$ cat src/rtl/sxd_pkg.sv
// Shared types and constants of the sync-word packet deframer.
// Used by the controller, the datapath and the top level; depends on nothing.
package sxd_pkg;

	localparam int BYTE_W    = 8;
	localparam int POS_W     = 5;
	localparam int STAMP_W   = 32;
	localparam int CHAN_W    = 4;
	localparam int SAMPLE_W  = 16;
	localparam int COUNT_W   = 32;
	localparam int TDATA_W   = 120;
	localparam int CFG_IDX_W = 1;
	localparam int STAMP_BYTES = 4;

	typedef enum logic [CFG_IDX_W-1:0] {
		REG_SYNC_FIRST  = 1'b0,
		REG_SYNC_SECOND = 1'b1
	} cfg_reg_t;

	localparam logic [BYTE_W-1:0] SYNC_FIRST_RST  = 8'hAA;
	localparam logic [BYTE_W-1:0] SYNC_SECOND_RST = 8'h55;

	localparam logic KIND_SAMPLE = 1'b0;
	localparam logic KIND_ERROR  = 1'b1;

	typedef struct packed {
		logic accept_in;
		logic rd_sample_lo;
		logic rd_sample_hi;
		logic load_good;
		logic load_err;
		logic rp_read;
		logic rp_feed;
	} cmd_t;

	typedef struct packed {
		logic done_good;
		logic done_bad;
		logic out_free;
		logic chan_last;
		logic rp_last;
	} status_t;

endpackage

$ cat src/rtl/sync_xor_packet_deframer.sv
// Top level of the sync-word packet deframer with XOR checksum.
// Uses sxd_pkg; instantiates sxd_ctrl and sxd_datapath.
//
// Channel   Direction  Carries
// s_*       in         s_tdata = rx_byte
// m_*       out        m_tuser = kind, m_tlast = last, m_tdata = result fields
// cfg_*     in         register index and value, written when cfg_wr_en is high
//
// The checksum byte of a good packet is followed per channel by ST_RD_LO, ST_RD_HI
// and ST_EMIT, as the store has a single read port. A bad checksum first loads the
// error result in ST_ERR and then replays each stored byte through ST_RP_RD and
// ST_RP_FEED. Output stalls hold the sequence where it stands. Reset is
// asynchronous and clears all control state.
module sync_xor_packet_deframer #(
	parameter int CHANNELS = 12
) (
	input  logic                            clk,
	input  logic                            arst_n,
	input  logic                            s_tvalid,
	output logic                            s_tready,
	input  logic [7:0]                      s_tdata,   // [7:0] rx_byte
	output logic                            m_tvalid,
	input  logic                            m_tready,
	output logic [sxd_pkg::TDATA_W-1:0]     m_tdata,   // [31:0] stamp, [35:32] channel,
	                                                   // [51:36] sample, [83:52] good_total,
	                                                   // [115:84] bad_total, zero pad
	output logic                            m_tuser,   // [0] kind
	output logic                            m_tlast,
	input  logic                            cfg_wr_en,
	input  logic [sxd_pkg::CFG_IDX_W-1:0]   cfg_index,
	input  logic [7:0]                      cfg_wdata
);

	sxd_pkg::cmd_t    cmd;
	sxd_pkg::status_t status;

	logic [sxd_pkg::STAMP_W-1:0]         out_stamp;
	logic [sxd_pkg::CHAN_W-1:0]          out_channel;
	logic signed [sxd_pkg::SAMPLE_W-1:0] out_sample;
	logic [sxd_pkg::COUNT_W-1:0]         out_good;
	logic [sxd_pkg::COUNT_W-1:0]         out_bad;

	sxd_ctrl u_ctrl (
		.clk     (clk),
		.arst_n  (arst_n),
		.s_tvalid(s_tvalid),
		.s_tready(s_tready),
		.status  (status),
		.cmd     (cmd)
	);

	sxd_datapath #(
		.CHANNELS(CHANNELS)
	) u_datapath (
		.clk        (clk),
		.arst_n     (arst_n),
		.cmd        (cmd),
		.status     (status),
		.rx_byte    (s_tdata),
		.cfg_wr_en  (cfg_wr_en),
		.cfg_index  (cfg_index),
		.cfg_wdata  (cfg_wdata),
		.m_tvalid   (m_tvalid),
		.m_tready   (m_tready),
		.out_kind   (m_tuser),
		.out_stamp  (out_stamp),
		.out_channel(out_channel),
		.out_sample (out_sample),
		.out_last   (m_tlast),
		.out_good   (out_good),
		.out_bad    (out_bad)
	);

	assign m_tdata = {4'd0, out_bad, out_good, out_sample, out_channel, out_stamp};

endmodule

$ cat src/rtl/sxd_ram.sv
// Generic simple dual-port RAM with one write port and one registered read port.
// Stands alone; depends on nothing.
module sxd_ram #(
	parameter int WIDTH = 8,
	parameter int DEPTH = 29
) (
	input  logic                     clk,
	input  logic                     wr_en,
	input  logic [$clog2(DEPTH)-1:0] wr_addr,
	input  logic [WIDTH-1:0]         wr_data,
	input  logic                     rd_en,
	input  logic [$clog2(DEPTH)-1:0] rd_addr,
	output logic [WIDTH-1:0]         rd_data
);

	logic [WIDTH-1:0] mem_q [DEPTH];

	always_ff @(posedge clk) begin
		if (wr_en) begin
			mem_q[wr_addr] <= wr_data;
		end
		if (rd_en) begin
			rd_data <= mem_q[rd_addr];
		end
	end

endmodule

$ cat src/rtl/sxd_ctrl.sv
// Controller of the deframer: sequences input transfers, result readout and replay.
// Uses sxd_pkg for the command and status structs.
module sxd_ctrl (
	input  logic            clk,
	input  logic            arst_n,
	input  logic            s_tvalid,
	output logic            s_tready,
	input  sxd_pkg::status_t status,
	output sxd_pkg::cmd_t   cmd
);

	typedef enum logic [6:0] {
		ST_IDLE    = 7'b0000001,
		ST_RD_LO   = 7'b0000010,
		ST_RD_HI   = 7'b0000100,
		ST_EMIT    = 7'b0001000,
		ST_ERR     = 7'b0010000,
		ST_RP_RD   = 7'b0100000,
		ST_RP_FEED = 7'b1000000
	} state_t;

	state_t state_q;
	state_t state_n;

	always_comb begin
		cmd      = '0;
		s_tready = 1'b0;
		state_n  = state_q;
		case (state_q)
			ST_IDLE: begin
				s_tready      = 1'b1;
				cmd.accept_in = s_tvalid;
				if (status.done_good) begin
					state_n = ST_RD_LO;
				end else if (status.done_bad) begin
					state_n = ST_ERR;
				end
			end
			ST_RD_LO: begin
				cmd.rd_sample_lo = 1'b1;
				state_n          = ST_RD_HI;
			end
			ST_RD_HI: begin
				cmd.rd_sample_hi = 1'b1;
				state_n          = ST_EMIT;
			end
			ST_EMIT: begin
				if (status.out_free) begin
					cmd.load_good = 1'b1;
					state_n       = status.chan_last ? ST_IDLE : ST_RD_LO;
				end
			end
			ST_ERR: begin
				if (status.out_free) begin
					cmd.load_err = 1'b1;
					state_n      = ST_RP_RD;
				end
			end
			ST_RP_RD: begin
				cmd.rp_read = 1'b1;
				state_n     = ST_RP_FEED;
			end
			ST_RP_FEED: begin
				cmd.rp_feed = 1'b1;
				state_n     = status.rp_last ? ST_IDLE : ST_RP_RD;
			end
			default: begin
				state_n = ST_IDLE;
			end
		endcase
	end

	always_ff @(posedge clk or negedge arst_n) begin
		if (!arst_n) begin
			state_q <= ST_IDLE;
		end else begin
			state_q <= state_n;
		end
	end

endmodule

$ cat src/rtl/sxd_datapath.sv
// Datapath of the deframer: sync hunter, checksum, packet store, counters, result register.
// Uses sxd_pkg and instantiates sxd_ram for the packet store.
module sxd_datapath #(
	parameter int CHANNELS = 12
) (
	input  logic                              clk,
	input  logic                              arst_n,
	input  sxd_pkg::cmd_t                     cmd,
	output sxd_pkg::status_t                  status,
	input  logic [sxd_pkg::BYTE_W-1:0]        rx_byte,
	input  logic                              cfg_wr_en,
	input  logic [sxd_pkg::CFG_IDX_W-1:0]     cfg_index,
	input  logic [sxd_pkg::BYTE_W-1:0]        cfg_wdata,
	output logic                              m_tvalid,
	input  logic                              m_tready,
	output logic                              out_kind,
	output logic [sxd_pkg::STAMP_W-1:0]       out_stamp,
	output logic [sxd_pkg::CHAN_W-1:0]        out_channel,
	output logic signed [sxd_pkg::SAMPLE_W-1:0] out_sample,
	output logic                              out_last,
	output logic [sxd_pkg::COUNT_W-1:0]       out_good,
	output logic [sxd_pkg::COUNT_W-1:0]       out_bad
);

	localparam int STORED = 5 + 2 * CHANNELS;
	localparam int ADDR_W = $clog2(STORED);
	localparam logic [sxd_pkg::POS_W-1:0] POS_CHECK = sxd_pkg::POS_W'(STORED);
	localparam logic [ADDR_W-1:0] RP_END = ADDR_W'(STORED - 1);
	localparam logic [sxd_pkg::CHAN_W-1:0] CHAN_END = sxd_pkg::CHAN_W'(CHANNELS - 1);

	logic [sxd_pkg::BYTE_W-1:0]  sync_first_q;
	logic [sxd_pkg::BYTE_W-1:0]  sync_second_q;
	logic [sxd_pkg::POS_W-1:0]   pos_q;
	logic                        saw_q;
	logic [sxd_pkg::BYTE_W-1:0]  xor_q;
	logic [sxd_pkg::STAMP_W-1:0] stamp_q;
	logic [sxd_pkg::CHAN_W-1:0]  chan_q;
	logic [ADDR_W-1:0]           rp_q;
	logic [sxd_pkg::BYTE_W-1:0]  lo_q;
	logic [sxd_pkg::COUNT_W-1:0] good_q;
	logic [sxd_pkg::COUNT_W-1:0] bad_q;
	logic                        m_tvalid_q;

	logic                        step;
	logic [sxd_pkg::BYTE_W-1:0]  cur_byte;
	logic [sxd_pkg::POS_W-1:0]   pos_dec;
	logic [ADDR_W-1:0]           wr_addr;
	logic                        wr_en;
	logic                        at_check;
	logic                        match_good;
	logic [5:0]                  lo_addr_w;
	logic [5:0]                  hi_addr_w;
	logic                        rd_en;
	logic [ADDR_W-1:0]           rd_addr;
	logic [sxd_pkg::BYTE_W-1:0]  rd_data;

	assign step     = cmd.accept_in | cmd.rp_feed;
	assign cur_byte = cmd.rp_feed ? rd_data : rx_byte;
	assign pos_dec  = pos_q - sxd_pkg::POS_W'(1);
	assign wr_addr  = pos_dec[ADDR_W-1:0];
	assign at_check = (pos_q == POS_CHECK);
	assign wr_en    = step && (pos_q != '0);
	assign match_good = (cur_byte == xor_q);

	assign lo_addr_w = 6'd4 + {1'b0, chan_q, 1'b0};
	assign hi_addr_w = 6'd5 + {1'b0, chan_q, 1'b0};
	assign rd_en     = cmd.rd_sample_lo | cmd.rd_sample_hi | cmd.rp_read;

	always_comb begin
		rd_addr = rp_q;
		if (cmd.rd_sample_lo) begin
			rd_addr = lo_addr_w[ADDR_W-1:0];
		end else if (cmd.rd_sample_hi) begin
			rd_addr = hi_addr_w[ADDR_W-1:0];
		end
	end

	assign status.done_good = cmd.accept_in && at_check && match_good;
	assign status.done_bad  = cmd.accept_in && at_check && !match_good;
	assign status.out_free  = !m_tvalid_q || m_tready;
	assign status.chan_last = (chan_q == CHAN_END);
	assign status.rp_last   = (rp_q == RP_END);

	sxd_ram #(
		.WIDTH(sxd_pkg::BYTE_W),
		.DEPTH(STORED)
	) u_store (
		.clk    (clk),
		.wr_en  (wr_en),
		.wr_addr(wr_addr),
		.wr_data(cur_byte),
		.rd_en  (rd_en),
		.rd_addr(rd_addr),
		.rd_data(rd_data)
	);

	always_ff @(posedge clk or negedge arst_n) begin
		if (!arst_n) begin
			sync_first_q  <= sxd_pkg::SYNC_FIRST_RST;
			sync_second_q <= sxd_pkg::SYNC_SECOND_RST;
		end else if (cfg_wr_en) begin
			case (cfg_index)
				sxd_pkg::REG_SYNC_FIRST:  sync_first_q  <= cfg_wdata;
				sxd_pkg::REG_SYNC_SECOND: sync_second_q <= cfg_wdata;
				default: begin
				end
			endcase
		end
	end

	always_ff @(posedge clk or negedge arst_n) begin
		if (!arst_n) begin
			pos_q <= '0;
			saw_q <= 1'b0;
			xor_q <= '0;
		end else if (step) begin
			if (pos_q == '0) begin
				if (saw_q && (cur_byte == sync_second_q)) begin
					pos_q <= sxd_pkg::POS_W'(1);
					xor_q <= '0;
					saw_q <= 1'b0;
				end else begin
					saw_q <= (cur_byte == sync_first_q);
				end
			end else if (!at_check) begin
				xor_q <= xor_q ^ cur_byte;
				pos_q <= pos_q + sxd_pkg::POS_W'(1);
			end else begin
				pos_q <= '0;
				saw_q <= 1'b0;
			end
		end
	end

	always_ff @(posedge clk) begin
		for (int k = 0; k < sxd_pkg::STAMP_BYTES; k++) begin
			if (step && (pos_q == sxd_pkg::POS_W'(k + 1))) begin
				stamp_q[8*k +: 8] <= cur_byte;
			end
		end
		if (cmd.rd_sample_hi) begin
			lo_q <= rd_data;
		end
	end

	always_ff @(posedge clk or negedge arst_n) begin
		if (!arst_n) begin
			chan_q <= '0;
			rp_q   <= '0;
			good_q <= '0;
			bad_q  <= '0;
		end else begin
			if (cmd.accept_in) begin
				chan_q <= '0;
			end else if (cmd.load_good) begin
				chan_q <= chan_q + sxd_pkg::CHAN_W'(1);
			end
			if (cmd.load_err) begin
				rp_q <= '0;
			end else if (cmd.rp_feed) begin
				rp_q <= rp_q + ADDR_W'(1);
			end
			if (status.done_good && (good_q != '1)) begin
				good_q <= good_q + sxd_pkg::COUNT_W'(1);
			end
			if (status.done_bad && (bad_q != '1)) begin
				bad_q <= bad_q + sxd_pkg::COUNT_W'(1);
			end
		end
	end

	always_ff @(posedge clk or negedge arst_n) begin
		if (!arst_n) begin
			m_tvalid_q <= 1'b0;
		end else if (cmd.load_good || cmd.load_err) begin
			m_tvalid_q <= 1'b1;
		end else if (m_tready) begin
			m_tvalid_q <= 1'b0;
		end
	end

	always_ff @(posedge clk) begin
		if (cmd.load_good) begin
			out_kind    <= sxd_pkg::KIND_SAMPLE;
			out_stamp   <= stamp_q;
			out_channel <= chan_q;
			out_sample  <= {rd_data, lo_q};
			out_last    <= status.chan_last;
			out_good    <= good_q;
			out_bad     <= bad_q;
		end else if (cmd.load_err) begin
			out_kind    <= sxd_pkg::KIND_ERROR;
			out_stamp   <= '0;
			out_channel <= '0;
			out_sample  <= '0;
			out_last    <= 1'b1;
			out_good    <= good_q;
			out_bad     <= bad_q;
		end
	end

	assign m_tvalid = m_tvalid_q;

endmodule

$ cat config.mk
export PLATFORM = sky130hd
export DESIGN_NAME = sync_xor_packet_deframer
export DESIGN_NICKNAME = d
export VERILOG_FILES = /design/src/rtl/sxd_pkg.sv /design/src/rtl/sync_xor_packet_deframer.sv /design/src/rtl/sxd_ram.sv /design/src/rtl/sxd_ctrl.sv /design/src/rtl/sxd_datapath.sv
export SDC_FILE = /design/constraint.sdc
export NUM_CORES = 1
export LEC_CHECK = 0
export BUFFER_PORTS_ARGS = -buffer_cell sky130_fd_sc_hd__buf_4
export CORE_MARGIN = 8
export CORE_UTILIZATION = 50
export DETAILED_ROUTE_END_ITERATION = 16
export PLACE_DENSITY = 0.71
export RECOVER_POWER = 50
export SYNTH_ARGS = -nofsm -noshare
export SYNTH_HDL_FRONTEND = slang
export SYNTH_SLANG_ARGS = --single-unit
$ cat constraint.sdc
create_clock -name clk -period 3.4 [get_ports clk]
set_input_delay 0.34 -clock clk [delete_from_list [all_inputs] [get_ports clk]]
set_output_delay 0.34 -clock clk [all_outputs]
set_load 0.1 [all_outputs]
After elaboration in Yosys (flattened, before gate mapping)
Memory sizes are Yosys's and may differ from the RTL's. A register that Yosys moved wholly into a read port is not among the register bits. Cells that the tools add are included.

ROM bits: 0. Latch bits: 0. Output and inout bits: 124. Memories: 1. Register bits: 269. Bits in writable memories: 232.

Multiply operators: 0. Reduce and logical (&&, ||, !) cells: 28. Bitwise operators: 5. $add $sub $neg: 8. Shifts and indexed selects: 0. Order comparisons: 0. Div/mod/pow operators: 0. Muxes and demuxes: 48. Equal/unequal tests: 24.

Memories: u_datapath.u_store.mem_q (depth 29, width 8, rd ports 1, clocked after memory_dff 1, wr ports 1, RTL line sxd_ram.sv:16) `logic [WIDTH-1:0] mem_q [DEPTH];`.

Operators by type and width (count): $mux 32 (6); $add 32x1->32 const B (2); $ne 32x32->1 const B (2); $pmux 7 s7 (1); $mux 5 (7); $mux 16 (2); $mux 8 (4); $mux 7 (4); $eq 8x8->1 (3); $mux 1 (18); $mux 4 (4); $logic_and 1x1->1 (11); $add 3x5->5 const A (2); $add 5x1->5 const B (2); $eq 5x2->1 const B (2); $eq 5x5->1 const B (2); $reduce_bool 2->1 (5); $ne 2x2->1 const B (4); $reduce_and 2->1 (4); $xor 8x8->8 (1); $eq 7x1->1 const B (1); $eq 7x2->1 const B (1); $eq 7x3->1 const B (1); $eq 7x4->1 const B (1); other kinds (18) (23).

Depth between registers and ports, before layout
Gate-level depths: netlist (run 1).

Word-level depth: 9. Depth in mapped cells: 13. Gate-level depth less buffers: 10.

Modules after synthesis
A second synthesis (run 1) with hierarchy kept.

Cell total of the unflattened synthesis: 1316. Area, all modules: 20977.6 sq um.

By module, submodules not included: sxd_datapath (cells an instance 781, instances 1, area each 10963.0 sq um); sxd_ram (cells an instance 467, instances 1, area each 9401.5 sq um); sxd_ctrl (cells an instance 63, instances 1, area each 579.3 sq um); sync_xor_packet_deframer (cells an instance 5, instances 1, area each 33.8 sq um).

Worst setup path after synthesis (run 1)
No wires, ideal clock.

Path kind: reg-to-reg. From: register u_ctrl.state_q[3]. To: register u_ctrl.state_q[5]. Path buffers: 1. Cell stages (with the launch flop): 7. Arrival time: 4.122 ns. Required time: 3.290 ns. Setup slack: -0.832 ns. Path through: dfrtp_1 -> clkbuf_1 -> nor3_1 -> nand2_1 -> nor3b_1 -> o41ai_1 -> nor4b_1.

Longest elaborated chain between the ends: 8. Elaborated cells on any way between the ends: 21. Classes of those cells: eq/ne (11); mux (5); reduce/logical (5).

RTL lines: start, declared (RTL line sxd_ctrl.sv:22) `state_t state_q;`; start signal, assigned (RTL line sxd_ctrl.sv:77) `state_q <= state_n;`; $eq 7x7->1 (RTL line sxd_ctrl.sv:29) `case (state_q)`; $mux 1 (RTL line sxd_ctrl.sv:29); $mux 8 (RTL line sxd_datapath.sv:58) `assign cur_byte = cmd.rp_feed ? rd_data : rx_byte;`; $eq 8x8->1 (RTL line sxd_datapath.sv:63) `assign match_good = (cur_byte == xor_q);`; $logic_not 1->1 (RTL line sxd_datapath.sv:79) `assign status.done_bad = cmd.accept_in && at_check && !match_good;`; $logic_and 1x1->1 (RTL line sxd_datapath.sv:79); $ne 3x1->1 (no source line); $reduce_and 3->1 (no source line).

Parallel ways exist; a longest one is shown, timed or not. A chain may end at the register's enable or synchronous reset.

Worst setup path after layout (run 1)
From: register u_ctrl.state_q[3]. To: register u_datapath.u_store.rd_data[3], read port of u_datapath.u_store.mem_q, data pin.

Longest elaborated chain between the ends: 4. Elaborated cells on any way between the ends: 10. Classes of those cells: eq/ne (3); mux (5); bitwise (2).

RTL lines: $eq 7x3->1 / $eq 7x2->1 (equally long branches) (RTL line sxd_ctrl.sv:29); $mux 1 (RTL line sxd_ctrl.sv:29); $mux 5 / $or 1x1->1 (equally long branches) (RTL line sxd_datapath.sv:73, sxd_datapath.sv:67); $mux 5 / $or 1x1->1 (equally long branches) (RTL line sxd_datapath.sv:71, sxd_datapath.sv:67); end, declared (RTL line sxd_ram.sv:13) `output logic [WIDTH-1:0] rd_data`.

Parallel ways exist; a longest one is shown, timed or not.

==> results of run 1 <==
-- worst register-to-register path, delay by kind of cell, from the launching register on --
family	cells	cell delay, ps
AOI/OAI and AO/OA	4	910
and+or+nand+nor	2	760
muxes	2	650
DFF	1	460
buffers and inverters	1	260
-- power by group through the flow --
stage	registers (mW)	clock network (mW)	logic (mW)
after floorplan	7.49	0	0.989
after global placement	7.43	0	1.59
after detailed placement	7.45	0	1.63
after CTS	7.32	5.70	1.65
after global routing	7.36	5.92	1.75
final	7.33	5.62	1.62
-- registers in the layout (all words and copies together), names as in the netlist, 16 cells and up --
signal and flops:
u_datapath.bad_q 32, u_datapath.good_q 32, u_datapath.out_bad 32, u_datapath.out_good 32, u_datapath.out_sample 16, u_datapath.out_stamp 32, u_datapath.stamp_q 32, u_datapath.u_store.mem_q 232
-- worst paths after layout --
path,end,slack [ps],cells after the start
max,u_datapath.u_store.rd_data[3]$_DFFE_PP_,200,9
max in group asynchronous,u_datapath.bad_q[0]$_DFFE_PN0P_,640,3
min reg2reg,u_datapath.out_good[10]$_DFFE_PP_,470,0
min in group asynchronous,u_datapath.good_q[16]$_DFFE_PN0P_,610,2
max reg2reg,u_datapath.u_store.rd_data[3]$_DFFE_PP_,200,9
min,u_datapath.m_tvalid$_DFFE_PN0P_,280,3
-- cell families (layout without fill, tap and decap cells) --
| kind of cell | Yosys count | count (layout) | share of synthesized area |
|---|---|---|---|
| flip-flops | 509 | 509 | 0.706 |
| adder cells (fa/ha/maj) | 13 | 13 | 0.00780 |
| buffers and inverters | 115 | 378 | 0.0241 |
| XOR/XNOR | 96 | 96 | 0.0403 |
| multiplexers | 62 | 62 | 0.0396 |
| other | 1 | 4 | 0.000180 |
| AO/OA/AOI/OAI | 148 | 148 | 0.0497 |
| AND/OR/NAND/NOR | 543 | 543 | 0.132 |
-- what timing repair did --
item                                    CTS  global route
hold buffers                              9             0
endpoints found under the setup margin    0             3
setup buffers                             0             0
resized for setup                         0             3
endpoints found under the hold margin    63             0
-- metal layers --
layer / wire, um / global-route usage / up-vias / share of wire
met5: 0 / 0 / - / 0
met4: 1260 / 0.0654 / 0 / 0.026
met3: 3560 / 0.0381 / 73 / 0.073
met2: 24200 / 0.339 / 463 / 0.50
met1: 19800 / 0.257 / 6507 / 0.41
li1: - / - / 5975 / -
-- cell type report --
type,count,area share
repair buffers,238,0.0563
clock buffers,61,0.0541
clock inverters,32,0.0147
multi-input cells,866,0.233
flip-flops and latches,509,0.607
well taps,539,0.0278
inverters,47,0.00727
-- placed cells by master, fill, tap and decap left out, types with 4 or more instances in the layout --
cell type,instances
a21oi_1,32
a311oi_1,12
a31oi_1,8
and2_1,4
and3_1,89
and4_1,9
buf_12,5
buf_4,85
bufinv_16,7
clkbuf_1,139
clkbuf_16,51
clkbuf_2,8
clkinv_1,12
clkinv_2,6
conb_1,4
dfrtp_1,102
dfstp_2,7
dlygate4sd3_1,9
edfxtp_1,397
ha_1,13
inv_1,47
mux2_2,31
mux2i_1,18
mux4_2,12
nand2_1,191
nand2b_1,6
nand3_1,59
nand4_1,26
nor2_1,74
nor2b_1,4
nor3_1,36
nor4_1,7
nor4_2,8
o2111ai_1,13
o211ai_1,19
o21ai_0,16
o22ai_1,15
xnor2_1,57
xor2_1,38
-- through the flow --
step                total power [mW]  cell area (um^2)  hold slack (ps)  cells  worst slack, ps
floorplan                       8.48             20900             44.4   1490              257
global placement                9.02             23000              433   2190              201
detailed placement              9.08             23000              453   2190              115
CTS                             14.7             24800              239   2292              103
global route                    15.0             24300              298   2292             48.6
finish                          14.6             24300              275   2292              201
==> flow_metrics.env, run 1 <==
export IMPL_drt_iter0_markers=1290
export IMPL_critPathMaxFanout=21
export IMPL_cts_buffers_inserted=50
export IMPL_finClkSkew_ps=19.0
export IMPL_antenna_found_initial=0
export IMPL_gp_congestion=0.886
export IMPL_end_kind="flop"
export IMPL_crit_type="flop to flop"
export IMPL_cts_buffer_depth=3
export IMPL_leakagePower_nw=8.86
export IMPL_cp_buffers_inverters=1
export IMPL_clk_pin_slew_ps=70
export IMPL_crit_start="u_ctrl.state_q[3]$_DFFE_PN0P_"
export IMPL_drv_cap=0
export IMPL_fin_crit_sh=0.941
export IMPL_core_area_mm2=0.0416
export IMPL_start_kind="flop"
export IMPL_p_switching_mw=3.65
export IMPL_rows=75
export IMPL_synth_area_per_cell_um2=14.0
export IMPL_synthArstFlopShare=0.218
export IMPL_slowest_stage="mux4_2"
export IMPL_finalSetupTns_ps=0
export IMPL_clock_latency_ps=600
export IMPL_max_slew_margin=0.0371
export IMPL_cts_sinks=509
export IMPL_peakVddDrop_uv=363
export IMPL_rsz0062_at_grt="no"
export IMPL_worst_pin_slew_ps=1440
export IMPL_swShare=0.250
export IMPL_root_buffer="clkbuf_16"
export IMPL_hpwlAfterDp_um=32200
export IMPL_cts_max_level=2
export IMPL_p_comb_frac=0.111
export IMPL_grt_pass1_wl_um=74600
export IMPL_yosysSeqAreaShare=0.706
export IMPL_fmax_mhz=313
export IMPL_io_buffer_count=141
export IMPL_yosys_warnings=0
export IMPL_grt_pass1_vias=13000
export IMPL_multi_input_area_mm2=0.00566
export IMPL_power_density_mw_per_mm2=600
export IMPL_drcViolationCount=0
export IMPL_drv_slew=0
export IMPL_first_pass_iters=5
export IMPL_vias=13000
export IMPL_nets=1747
export IMPL_min_period_ps=3200
export IMPL_fp_dieH_um=220
export IMPL_antenna_cells=0
export IMPL_ys_types=73
export IMPL_synth_seq_cells=509
export IMPL_syn_cell_area_mm2=0.0209
export IMPL_synth_enable_flop_cells=397
export IMPL_final_antenna_net_count=0
export IMPL_path_delay_family="compound AO/OA/AOI/OAI gates"
export IMPL_outcome="finished, final reports clean"
export IMPL_critPathMaxStageDelay_ps=510
export IMPL_wire_per_inst_um=21.3
export IMPL_ys_top_cells_by_area="edfxtp_1, dfrtp_1, nand2_1"
export IMPL_finalSetupViolCount=0
export IMPL_pwr_share_clk=0.386
export IMPL_fp_dieArea_mm2=0.0485
export IMPL_final_util=0.584
export IMPL_drive_above_1_share=0.144
export IMPL_worstPathCellList="or3_1 -> nor2_1 -> a21oi_1 -> o21a_2 -> buf_12 -> mux2i_1 -> mux4_2 -> o22ai_1 -> o21bai_1"
export IMPL_cp_arrival_ps=3640
export IMPL_synthCells=1487
export IMPL_totalWireLength_um=48800
export IMPL_initial_core_util=0.502
export IMPL_synth_top_cell_by_area="edfxtp_1"
export IMPL_fill_cells=3255
export IMPL_syn_to_final_growth_pct=16.4
export IMPL_hold_start="m_tready"
export IMPL_grt_usage=0.200
export IMPL_vias_per_cell=5.68
export IMPL_synthTopCellsByCount="edfxtp_1, nand2_1, dfrtp_1, and3_1, nor2_1"
export IMPL_cp_data_required_time_ps=3840
export IMPL_register_area_mm2=0.0147
export IMPL_synth_top_cell_area_share=0.571
export IMPL_grt_max_degree=69
export IMPL_synth_ff_type="edfxtp_1"
export IMPL_r2r_start="u_ctrl.state_q[3]$_DFFE_PN0P_"
export IMPL_grt_overflow=0
export IMPL_p_int_mw=10.9
export IMPL_hp_class="input pin to flop"
export IMPL_synth_most_common_cell="edfxtp_1"
export IMPL_hold_violations=0
export IMPL_sequentialPowerShare=0.503
export IMPL_cts_tree="yes"
export IMPL_io_pins=146
export IMPL_die_w_um=220
Power figures use the tool's default switching activity.
==> run 2, diff against run 1 <==
==> constraint.sdc (replaced) <==
create_clock -name clk -period 2.8 [get_ports clk]
set_input_delay 0.28 -clock clk [delete_from_list [all_inputs] [get_ports clk]]
set_output_delay 0.28 -clock clk [all_outputs]
set_load 0.1 [all_outputs]
==> run 2 against run 1 <==
Effect of this change:
- the flow now finishes with violations (setup timing)
- utilization increased by 4.3 points
- critical path depth is 3 higher
- maximum frequency increased by 11%
- via count grew 4.5%
- count of clock-buffer cells in the layout is 12 higher
- clock power rose by 16%
- register-to-register slack got worse by 280 ps
- sequential share of layout area shrank 4.2 points
- largest cell class unchanged
==> flow_metrics.env, run 2 (synthesized netlist as in run 1, its figures left out) <==
export IMPL_violations="setup timing"
export IMPL_drcViolationCount=0
export IMPL_grt_pass1_vias=13200
export IMPL_hp_class="input pin to flop"
export IMPL_wire_per_inst_um=21.6
export IMPL_drv_cap=0
export IMPL_antenna_cells=0
export IMPL_instances_no_fill=2390
export IMPL_vias_per_cell=5.69
export IMPL_hpwlAfterDp_um=33500
export IMPL_finalSetupViolCount=4
export IMPL_setup_slack_ps=-77.7
export IMPL_fp_dieH_um=220
export IMPL_drt_iter0_markers=1371
export IMPL_fin_crit_sh=1.03
export IMPL_drv_slew=0
export IMPL_p_switching_mw=4.45
export IMPL_cts_sinks=509
export IMPL_cts_buffers_inserted=49
export IMPL_rsz0062_at_grt="yes"
export IMPL_peakVddDrop_uv=367
export IMPL_p_comb_frac=0.133
export IMPL_die_w_um=220
export IMPL_outcome="finished with violations"
export IMPL_leakagePower_nw=9.93
export IMPL_fp_dieArea_mm2=0.0485
export IMPL_max_slew_margin=0.491
export IMPL_largest_reg_flops=232
export IMPL_rows=75
export IMPL_critPathMaxFanout=29
export IMPL_fmax_mhz=348
export IMPL_final_cell_mix="edfxtp_1, buf_4, nand2_1"
export IMPL_grt_max_degree=59
export IMPL_hold_violations=0
export IMPL_totalWireLength_um=51600
export IMPL_sequentialPowerShare=0.499
export IMPL_cts_buffer_depth=3
export IMPL_swShare=0.250
export IMPL_initial_core_util=0.502
export IMPL_power_density_mw_per_mm2=681
export IMPL_cp_data_required_time_ps=3110
export IMPL_io_pins=146
export IMPL_io_buffer_count=141
export IMPL_min_period_ps=2880
export IMPL_dp_cells=2263
export IMPL_clk_pin_slew_ps=70
export IMPL_min_path_cells=4
export IMPL_pwr_share_clk=0.368
export IMPL_vias=13600
export IMPL_grt_pass1_wl_um=75300
export IMPL_first_pass_iters=6
export IMPL_nets=1848
export IMPL_gp_congestion=0.888
export IMPL_cp_arrival_ps=3180
export IMPL_worst_pin_slew_ps=764
export IMPL_cts_max_level=2
export IMPL_syn_to_final_growth_pct=25.0
export IMPL_start_kind="flop"
export IMPL_mostFrequentLayoutCell="edfxtp_1"
export IMPL_p_int_mw=13.3
export IMPL_root_buffer="clkbuf_16"
export IMPL_finalSetupTns_ps=-115
export IMPL_final_antenna_net_count=0
export IMPL_drive_above_1_share=0.286
export IMPL_crit_type="flop to flop"
export IMPL_antenna_found_initial=0
export IMPL_core_area_mm2=0.0416
export IMPL_finalPower_mw=17.8
export IMPL_cts_tree="yes"
export IMPL_end_kind="flop"
export IMPL_grt_usage=0.202
export IMPL_finClkSkew_ps=24.7
export IMPL_regMostFlops="u_datapath.u_store.mem_q"
export IMPL_reg2reg_slack_ps=-80
export IMPL_grt_overflow=0
export IMPL_clock_latency_ps=590
export IMPL_rr_worst_depth=12
run 2: cell types whose count changed in the layout (fill, tap and decap cells not counted), sizes merged:
cell      before  now
clkbuf       200   78
inv           50   49
clkinv        19   11
clkinvlp       3    0
bufinv         7    3
nand2b         7    8
buf           90  325
run 2: path summary, 6_finish.rpt:
path / from / to
min in group asynchronous: arst_n / u_datapath.bad_q[4]$_DFFE_PN0P_
worst max register to register: u_ctrl.state_q[2]$_DFFE_PN0P_ / u_datapath.u_store.rd_data[6]$_DFFE_PP_
worst min-delay path: m_tready / u_datapath.m_tvalid$_DFFE_PN0P_
worst max-delay path: u_ctrl.state_q[2]$_DFFE_PN0P_ / u_datapath.u_store.rd_data[6]$_DFFE_PP_
max in group asynchronous: arst_n / u_ctrl.state_q[0]$_DFFE_PN1P_
worst min register to register: u_datapath.good_q[10]$_DFFE_PN0P_ / u_datapath.out_good[10]$_DFFE_PP_
run 2: power by group through the flow:
stage,clock network [mW],registers (mW),logic (mW)
5_1_grt,6.95,8.88,2.52
3_5_place_dp,0,8.99,2.24
2_1_floorplan,0,9.10,1.22
4_1_cts,6.65,8.84,2.28
3_3_place_gp,0,8.97,2.18
6_report,6.54,8.85,2.36
run 2: worst max-delay path: stages (launching register included):
cell	delay (ps)
dfrtp_2	440
buf_4	160
xor2_4	180
nand4_1	250
buf_4	220
and2_4	210
buf_4	190
clkbuf_16	200
nand2_1	130
a311oi_2	130
nor3_1	220
buf_4	170
o21ai_0	80
run 2: metal layers:
metal,routed length (um),track usage,vias up
met3,4010,0.0394,100
met2,24900,0.323,583
li1,-,-,6159
met5,0,0,-
met4,1730,0.0761,0
met1,21000,0.272,6758
run 2: stage by stage:
stage          setup slack (ps)  cell area, um^2  hold WS [ps]   util
3_5_place_dp               -163            23700           395  0.570
6_report                  -77.7            26100           214  0.627
5_1_grt                    -151            26100           242  0.627
3_3_place_gp              -36.7            23700           391  0.570
2_1_floorplan             -61.0            20900         -15.6      -
4_1_cts                   -18.8            25500           174  0.613
run 2: repair_timing:
action,4_1_cts,5_1_grt
gates cloned,2,6
hold buffers,9,0
endpoints found under the setup margin,31,309
pin swaps,4,32
gates resized for setup,18,70
endpoints found under the hold margin,70,0
buffers inserted,1,20
run 2: area by class of cell:
cell class / count / area [um^2]
Clock buffer: 73 / 1430
Tap cell: 539 / 674
Clock inverter: 16 / 165
Sequential cell: 509 / 14700
Inverter: 47 / 176
Multi-Input combinational cell: 867 / 6040
Fill cell: 2995 / 15500
Timing Repair Buffer: 339 / 2850
